**src/rtl/per_destination_arf_rate_select_macros.svh**
```systemverilog
// ----------------------------------------------------------------------------
// Assertion macros for the per-destination rate selector
// Concurrent assertion shorthands clocked on clk and disabled during reset.
// ----------------------------------------------------------------------------
`ifndef PER_DESTINATION_ARF_RATE_SELECT_MACROS_SVH
`define PER_DESTINATION_ARF_RATE_SELECT_MACROS_SVH

// Same-cycle implication.
`define ARF_ASSERT_IMPL(label, ante, cons) \
    label: assert property (@(posedge clk) disable iff (!rst_n) (ante) |-> (cons)) \
        else $error("rate selector assertion failed");

// Next-cycle implication.
`define ARF_ASSERT_NEXT(label, ante, cons) \
    label: assert property (@(posedge clk) disable iff (!rst_n) (ante) |=> (cons)) \
        else $error("rate selector assertion failed");

`endif

```
**src/rtl/arfrs_pkg.sv**
```systemverilog
// ----------------------------------------------------------------------------
// arfrs_pkg
// Shared word types, token control struct and register indexes.
// ----------------------------------------------------------------------------
`default_nettype none

package arfrs_pkg;

    localparam logic [1:0] CFG_UP_THRESHOLD     = 2'd0;
    localparam logic [1:0] CFG_DOWN_THRESHOLD   = 2'd1;
    localparam logic [1:0] CFG_FALLBACK_RETRIES = 2'd2;
    localparam logic [1:0] CFG_RATES_IN_USE     = 2'd3;

    localparam int CFG_DATA_W = 8;

    typedef struct packed {
        logic        req_type;
        logic [47:0] dest_address;
        logic        acked;
        logic        min_rate_frame;
        logic [2:0]  stages_used;
    } req_word_t;

    typedef struct packed {
        logic [2:0] rate_index;
        logic [2:0] fallback_rate_index;
        logic [3:0] fallback_tries;
        logic [3:0] slot;
        logic       new_entry;
    } rsp_word_t;

    // Control part of the token that walks the cell row.
    typedef struct packed {
        logic vld;
        logic is_status;
        logic acked;
        logic min_rate;
        logic first;
        logic hit;
    } tok_ctl_t;

    typedef struct packed {
        logic [7:0] up_thr;
        logic [7:0] down_thr;
    } thr_t;

endpackage

`default_nettype wire

```
**src/rtl/arfrs_cell.sv**
```systemverilog
// ----------------------------------------------------------------------------
// arfrs_cell
// One destination slot: address, rate and per-rate counters. The token is
// registered and handed to the next cell every cycle.
// ----------------------------------------------------------------------------
`default_nettype none

module arfrs_cell
    import arfrs_pkg::*;
#(
    parameter int IDX        = 0,
    parameter int SLOT_W     = 4,
    parameter int RATES      = 8,
    parameter int RATE_W     = 3,
    parameter int COUNT_BITS = 8
) (
    input  wire logic              clk,
    input  wire logic              rst_n,
    input  wire thr_t              thr,
    input  wire logic [RATE_W-1:0] top_rate,
    input  wire logic              alloc_en,
    input  wire logic [SLOT_W-1:0] alloc_slot,
    input  wire logic [47:0]       alloc_addr,
    input  wire tok_ctl_t          ctl_in,
    input  wire logic [47:0]       addr_in,
    input  wire logic [SLOT_W-1:0] target_in,
    input  wire logic [SLOT_W-1:0] slot_in,
    input  wire logic [RATE_W-1:0] hrate_in,
    input  wire logic [RATE_W-1:0] trate_in,
    output tok_ctl_t               ctl_out,
    output logic [47:0]            addr_out,
    output logic [SLOT_W-1:0]      target_out,
    output logic [SLOT_W-1:0]      slot_out,
    output logic [RATE_W-1:0]      hrate_out,
    output logic [RATE_W-1:0]      trate_out
);

    localparam logic [COUNT_BITS-1:0] CNT_MAX = {COUNT_BITS{1'b1}};
    localparam logic [SLOT_W-1:0]     MY_IDX  = SLOT_W'(IDX);

    logic [47:0]           addr_reg;
    logic                  valid_reg;
    logic [RATE_W-1:0]     rate_reg, rate_next;
    logic [COUNT_BITS-1:0] sc_reg [RATES];
    logic [COUNT_BITS-1:0] fc_reg [RATES];

    tok_ctl_t          ctl_reg, ctl_next;
    logic [47:0]       addr_tok_reg;
    logic [SLOT_W-1:0] target_reg, slot_reg, slot_next;
    logic [RATE_W-1:0] hrate_reg, hrate_next, trate_reg, trate_next;

    logic                  is_target, upd, go_up;
    logic [COUNT_BITS-1:0] sc_cur, fc_cur, sc_next, fc_next, preset;
    logic [7:0]            pre_raw;

    assign is_target = (target_in == MY_IDX);
    assign upd = ctl_in.vld && ctl_in.is_status && !ctl_in.min_rate && is_target;
    assign sc_cur = sc_reg[rate_reg];
    assign fc_cur = fc_reg[rate_reg];

    // Counter update of the current rate, then the step decisions.
    always_comb
    begin
        sc_next = sc_cur;
        fc_next = fc_cur;
        rate_next = rate_reg;
        go_up = 1'b0;
        if (!ctl_in.first)
        begin
            if (rate_reg != '0)
            begin
                sc_next = '0;
                fc_next = (fc_cur == CNT_MAX) ? fc_cur : fc_cur + 1'b1;
            end
            else
            begin
                sc_next = COUNT_BITS'(ctl_in.acked);
            end
        end
        else
        begin
            sc_next = (sc_cur == CNT_MAX) ? sc_cur : sc_cur + 1'b1;
            fc_next = '0;
        end
        if (!ctl_in.first && (32'(fc_next) >= 32'(thr.down_thr)))
        begin
            fc_next = '0;
            if (rate_reg != '0)
            begin
                rate_next = rate_reg - 1'b1;
            end
        end
        if (ctl_in.first && (32'(sc_next) >= 32'(thr.up_thr)))
        begin
            sc_next = '0;
            if (rate_reg < top_rate)
            begin
                rate_next = rate_reg + 1'b1;
                go_up = 1'b1;
            end
        end
    end

    // Failure preset for the new rate after a step up, floored and clipped.
    always_comb
    begin
        pre_raw = (thr.down_thr == 8'd0) ? 8'd0 : thr.down_thr - 8'd1;
        if (32'(pre_raw) > 32'(CNT_MAX))
        begin
            preset = CNT_MAX;
        end
        else
        begin
            preset = COUNT_BITS'(pre_raw);
        end
    end

    // Token handling as it passes this cell.
    always_comb
    begin
        ctl_next = ctl_in;
        slot_next = slot_in;
        hrate_next = hrate_in;
        trate_next = trate_in;
        if (ctl_in.vld)
        begin
            if (!ctl_in.is_status)
            begin
                if (!ctl_in.hit && valid_reg && (addr_reg == addr_in))
                begin
                    ctl_next.hit = 1'b1;
                    slot_next = MY_IDX;
                    hrate_next = rate_reg;
                end
                if (is_target)
                begin
                    trate_next = rate_reg;
                end
            end
            else if (is_target)
            begin
                trate_next = upd ? rate_next : rate_reg;
            end
        end
    end

    always_ff @(posedge clk or negedge rst_n)
    begin
        if (!rst_n)
        begin
            valid_reg <= 1'b0;
            rate_reg <= '0;
            ctl_reg <= '0;
            for (int r = 0; r < RATES; r++)
            begin
                sc_reg[r] <= '0;
                fc_reg[r] <= '0;
            end
        end
        else
        begin
            ctl_reg <= ctl_next;
            if (alloc_en && (alloc_slot == MY_IDX))
            begin
                valid_reg <= 1'b1;
            end
            if (upd)
            begin
                rate_reg <= rate_next;
                sc_reg[rate_reg] <= sc_next;
                fc_reg[rate_reg] <= fc_next;
                if (go_up)
                begin
                    fc_reg[rate_next] <= preset;
                end
            end
        end
    end

    always_ff @(posedge clk)
    begin
        if (alloc_en && (alloc_slot == MY_IDX))
        begin
            addr_reg <= alloc_addr;
        end
        addr_tok_reg <= addr_in;
        target_reg <= target_in;
        slot_reg <= slot_next;
        hrate_reg <= hrate_next;
        trate_reg <= trate_next;
    end

    assign ctl_out = ctl_reg;
    assign addr_out = addr_tok_reg;
    assign target_out = target_reg;
    assign slot_out = slot_reg;
    assign hrate_out = hrate_reg;
    assign trate_out = trate_reg;

endmodule

`default_nettype wire

```
**config.mk**
```make
export PLATFORM = sky130hd
export DESIGN_NAME = arfrs_cell
export DESIGN_NICKNAME = d
export VERILOG_FILES = /design/src/rtl/per_destination_arf_rate_select_macros.svh /design/src/rtl/arfrs_pkg.sv /design/src/rtl/arfrs_cell.sv
export SDC_FILE = /design/constraint.sdc
export NUM_CORES = 1
export LEC_CHECK = 0
export BUFFER_PORTS_ARGS = -buffer_cell sky130_fd_sc_hd__buf_2
export CORE_ASPECT_RATIO = 1.5
export CORE_MARGIN = 2
export CORE_UTILIZATION = 50
export CTS_CLUSTER_SIZE = 8
export DETAILED_ROUTE_END_ITERATION = 6
export PLACE_DENSITY = 0.72
export SYNTH_ARGS = -nofsm -noshare
export SYNTH_HDL_FRONTEND = slang
export SYNTH_SLANG_ARGS = --single-unit
export TNS_END_PERCENT = 50
```
**constraint.sdc**
```tcl
create_clock -name clk -period 6.05 [get_ports clk]
set_clock_uncertainty 0.1 [all_clocks]
set_input_delay 0.3025 -clock clk [delete_from_list [all_inputs] [get_ports clk]]
set_output_delay 0.3025 -clock clk [all_outputs]
set_load 0.005 [all_outputs]
```
# Word level (Yosys, flattened, before mapping)
# Index checks and enable logic that the tools add are counted.
# word_totals
ff_bits	248
inputBits	142
output_inout_bits	68
wordCells	107
# classes
add_sub_neg	5
magnitude_cmp	7
eq_ne	3
n_mux	43
bitwise	2
reduce_logical	17
# op_table
op	n
$bwmux 64	3
$mux 8	14
$mux 64	1
$bmux 8 s3	2
$demux 8 s3	2
$eq 48x48->1	1
$mux 3	12
$add 8x1->8 const B	2
$eq 8x8->1 const B	2
$ge 8x8->1	2
$mux 4	3
$logic_and 1x1->1	10
$ge 4x4->1 const B	2
$logic_not 4->1	2
$logic_not 8->1	1
$lt 4x1->1 const B	2
$not 3->4	2
$sub 8x1->8 const B	1
$mux 1	6
$add 3x1->3 const B	1
$logic_not 1->1	3
$lt 3x3->1	1
$reduce_bool 3->1	1
$sub 3x1->3 const B	1

# Logic depth before layout (Yosys ltp)
# logic_depth
word_depth	20
mapped_depth	25
ltp_nobuf	19

# Worst setup path before layout
# OpenSTA, ideal clock, no wires.
# synth_path
path_kind	reg-to-reg
from	register rate_reg[1]
to	register fc_reg[43] in the netlist's numbering
setup_time_ns	0.104
t_arrival_ns	4.538
t_required_ns	5.846
setup_slack_ns	1.308
path_stages_with_launch	25
n_path_buf	5
synth_period_minus_slack_ns	4.742
cell_sequence	dfrtp_1 buf_4 buf_6 buf_6 buf_2 nand3b_1 a21oi_1 a211oi_2 inv_1 ha_1 nand2_1 nor2_1 nand2_1 xnor2_1 a21oi_1 ha_1 nand2b_1 a211o_1 a211oi_1 a21o_1 buf_6 o32ai_4 o41ai_4 nor2_1 a221oi_1
# synth_between
elab_chain_cells	20
word_cells_on_any_way	46
classes_between	add/sub (4); order compare (7); eq/ne (2); mux (26); bitwise (2); reduce/logical (5)
# synth_lines
element	line_no	rtl
start, declared	arfrs_cell.sv:43	logic [RATE_W-1:0] rate_reg, rate_next;
start signal, assigned	arfrs_cell.sv:169	rate_reg <= rate_next;
$not 3->4 (not written as such)	arfrs_cell.sv:58, arfrs_cell.sv:59, arfrs_cell.sv:171	
$bmux 8 s3	arfrs_cell.sv:59	assign fc_cur = fc_reg[rate_reg];
$mux 8 (not written as such) (2 in a row)	arfrs_cell.sv:59	
$add 8x1->8 or $eq 8x8->1 (tied branches)	arfrs_cell.sv:73	fc_next = (fc_cur == CNT_MAX) ? fc_cur : fc_cur + 1'b1;
$mux 8	arfrs_cell.sv:73	
$mux 8	arfrs_cell.sv:70	if (rate_reg != '0)
$mux 8	arfrs_cell.sv:68	if (!ctl_in.first)
$ge 8x8->1	arfrs_cell.sv:85	if (!ctl_in.first && (32'(fc_next) >= 32'(thr.down_thr)))
[3 not listed]	--	
$mux 3	arfrs_cell.sv:93	if (ctl_in.first && (32'(sc_next) >= 32'(thr.up_thr)))
$not 3->4 (not written as such)	arfrs_cell.sv:174	fc_reg[rate_next] <= preset;
$ge 4x4->1 (not written as such) or $lt 4x1->1 (tied branches)	arfrs_cell.sv:174	
$logic_and 1x1->1 (not written as such)	arfrs_cell.sv:174	
$mux 8 (not written as such)	arfrs_cell.sv:174	
$demux 8 s3	arfrs_cell.sv:174	
$bwmux 64	arfrs_cell.sv:174	
$mux 64 *	arfrs_cell.sv:172	if (go_up)
end signal, assigned by index	arfrs_cell.sv:171	fc_reg[rate_reg] <= fc_next;
end signal, assigned by index	arfrs_cell.sv:174	
end, declared	arfrs_cell.sv:45	logic [COUNT_BITS-1:0] fc_reg [RATES];
# Every way passes the cells marked *; elsewhere a longest branch is shown, timed or not. The select of a mux whose other input is x is not followed.
# A chain may end at the register's enable or synchronous reset.

# Final worst setup path
# layout_path
from	register rate_reg[0]
to	register fc_reg[7] in the netlist's numbering
# Same word-level chain as after synthesis.

==> flow_metrics.env <==
export IMPL_insertedDiodeCount=0
export IMPL_vias=10100
export IMPL_rsz0062_at_grt="false"
export IMPL_synth_seq_area_share_pct=52.8
export IMPL_synth_edf_count=48
export IMPL_grt_pass1_wl_um=59300
export IMPL_synth_top_area_cell="dfrtp_1"
export IMPL_grt_util_all_layers_pct=32.2
export IMPL_clock_root_buffer="clkbuf_16"
export IMPL_cpLargestDelayFamily="compound AO/OA/AOI/OAI gates"
export IMPL_wl_per_cell_um=23.3
export IMPL_setup_viol=0
export IMPL_syn_nets=1196
export IMPL_area_delta_synth_final_pct=31.7
export IMPL_holdWs_ns=0.342
export IMPL_cp_cell_sequence="buf_4, mux2_1, mux4_2, o2111ai_2, a211oi_2, a21o_4, a221oi_1, ha_1, or4_1, a21oi_1, nor3b_1, o211ai_2, o32a_1, a211oi_2, buf_4, nor3_1, a221oi_1"
export IMPL_ys_warn_count=0
export IMPL_tns_ns=0
export IMPL_yosys_area_share_adder_pct=2.58
export IMPL_power_mw=4.21
export IMPL_synth_area_top_cells="dfrtp_1, edfxtp_1, dfxtp_1"
export IMPL_final_setup_worst_slack_ns=0.244
export IMPL_yosysTopAreaCellShare_pct=29.7
export IMPL_cts_sinks=248
export IMPL_drt_first_pass_iters=5
export IMPL_fmax_mhz=172
export IMPL_fp_dieH_um=191
export IMPL_cp_max_fo=19
export IMPL_slew_headroom_pct=18.2
export IMPL_num_rows=68
export IMPL_muxShareOfSynthArea_pct=8.23
export IMPL_required_ns=6.35
export IMPL_path_class="reg -> reg"
export IMPL_finalCritPeriodShare_pct=96.0
export IMPL_layout_drive_gt1_share_pct=26.7
export IMPL_r2r_cells=17
export IMPL_synth_compound_area_share_pct=14.0
export IMPL_fin_crit_ns=5.81
export IMPL_ios=210
export IMPL_cts_tree="done"
export IMPL_yosysMostFrequentCell="dfrtp_1"
export IMPL_outcome="completed"
export IMPL_startpoint_type="flop"
export IMPL_nets=1560
export IMPL_die_x_um=129
export IMPL_path_clk_slew_ns=0.05
export IMPL_cp_depth=17
export IMPL_place_congestion=0.977
export IMPL_grt_max_degree=91
export IMPL_ys_ff_latch=248
export IMPL_power_density_nw_per_um2=275
export IMPL_drc=0
export IMPL_start_util_pct=50.6
export IMPL_netlist_top_cells_count="dfrtp_1, nand2_1, nor2_1, nor3_1, dfxtp_1"
export IMPL_clock_latency_ns=0.52
export IMPL_antenna_found_initial=2
export IMPL_numCtsBuffers=36
export IMPL_synth_cell_type_count=83
export IMPL_power_leakage_nw=6.71
export IMPL_worst_endpoint_arrival_ns=6.11
export IMPL_drv_slew=0
export IMPL_synth_ff_type="dfrtp_1"
export IMPL_dp_hpwl_um=26300
export IMPL_synthSimpleGateAreaFrac_pct=14.8
export IMPL_port_buffer_count=209
export IMPL_ant_nets=0
export IMPL_vdd_ir_drop_max_mv=0.189
export IMPL_drt_iter0_drc=920
export IMPL_syn_area_sq_um=11600
export IMPL_cap_violations=0
export IMPL_synth_top_family_by_area="simple AND/OR/NAND/NOR gates"
export IMPL_slowest_delay_ns=0.61
export IMPL_wirelength_um=39700
export IMPL_gr_total_overflow=0
export IMPL_cpMaxStageDelayCell="dfrtp_4"
export IMPL_pre_cts_ws_ns=0.206
export IMPL_synth_xor_area_share_pct=4.13
export IMPL_syn_avg_cell_area_sq_um=11.3
export IMPL_cts_buffer_depth=3
export IMPL_coreArea_sq_um=23000
export IMPL_viasPerCell=5.94
export IMPL_cts_max_level=2
export IMPL_cp_end_kind="flop"
export IMPL_syn_inst=1030
export IMPL_async_flop_share_pct=55.6
export IMPL_min_path_type="in -> async"
export IMPL_finalHoldViolations=0
export IMPL_cp_num_buf_inv=2
export IMPL_die_area_sq_um=24500
export IMPL_grt_pass1_vias=10400
export IMPL_worstMarginPinSlew_ns=1.22
worst paths after layout:
kind	to	slack [ns]	start
worst min-delay path	sc_reg[47]$_DFFE_PN0P_	0.34	rst_n
worst max-delay path	fc_reg[7]$_DFFE_PN0P_	0.24	rate_reg[0]$_DFF_PN0_
worst min register to register	sc_reg[33]$_DFFE_PN0P_	0.37	sc_reg[33]$_DFFE_PN0P_
max in group asynchronous	rate_reg[0]$_DFF_PN0_	4.24	rst_n
worst max register to register	fc_reg[7]$_DFFE_PN0P_	0.24	rate_reg[0]$_DFF_PN0_
min in group clk	target_out[2]$_DFF_P_	0.35	target_in[2]
cells by family (layout without fill, tap and decap cells):
group,after synthesis,count (layout)
simple gates,352,352
flops,248,248
compound gates,208,208
buf+inv,76,468
mux,68,68
xor+xnor,54,54
fa+ha+maj,24,24
through the flow:
step           cell area [sq um]  util [%]  instances
2_1_floorplan              11600         -       1030
3_3_place_gp               13100      56.9       1516
3_5_place_dp               13100      56.9       1516
4_1_cts                    15300      66.6       1699
5_1_grt                    15300      66.7       1702
6_report                   15300      66.7       1702
routing by layer:
metal | global-route usage [%] | up-vias | share of wire [%]
li1 | - | 4496 | -
met1 | 36.6 | 4852 | 36
met2 | 55.5 | 617 | 49
met3 | 6.40 | 141 | 8.3
met4 | 19.4 | 0 | 6.2
met5 | 0 | - | 0
power breakdown:
group	switching [mW]	internal [mW]
Combinational	0.303	0.233
Clock	0.739	1.14
Sequential	0.0368	1.75
cell type report:
cell class              instances  area, sq um
clock buffers                  64         1030
clock inverters                 2         17.5
fillers                      1658         7650
inverters                      30          113
multi-input cells             706         5100
flip-flops and latches        248         6140
well taps                     280          350
repair buffers                372         2570
what timing repair did:
item | CTS | global route
setup buffers | 0 | 3
endpoints found under the hold margin | 205 | 0
resized for setup | 0 | 3
endpoints found under the setup margin | 0 | 60
hold buffers | 117 | 0
cell usage in the layout, fill, tap and decap left out, types with 12 or more instances in the layout:
cell and n:
buf_4 46, buf_2 208, dlygate4sd3_1 117, nor3_1 62, clkbuf_16 37, mux2_2 22
clkbuf_1 27, nand3_1 23, a21oi_1 24, dfrtp_1 135, xor2_1 19, ha_1 24
mux2i_1 23, nor2_1 81, a211oi_1 49, and2_1 14, edfxtp_1 48, a221oi_1 12
o21ai_0 60, xnor2_1 34, nand2_1 89, dfxtp_1 62, mux4_2 18, nand2b_1 14
inv_1 30
No activity file was read; power rests on OpenSTA's default activity.
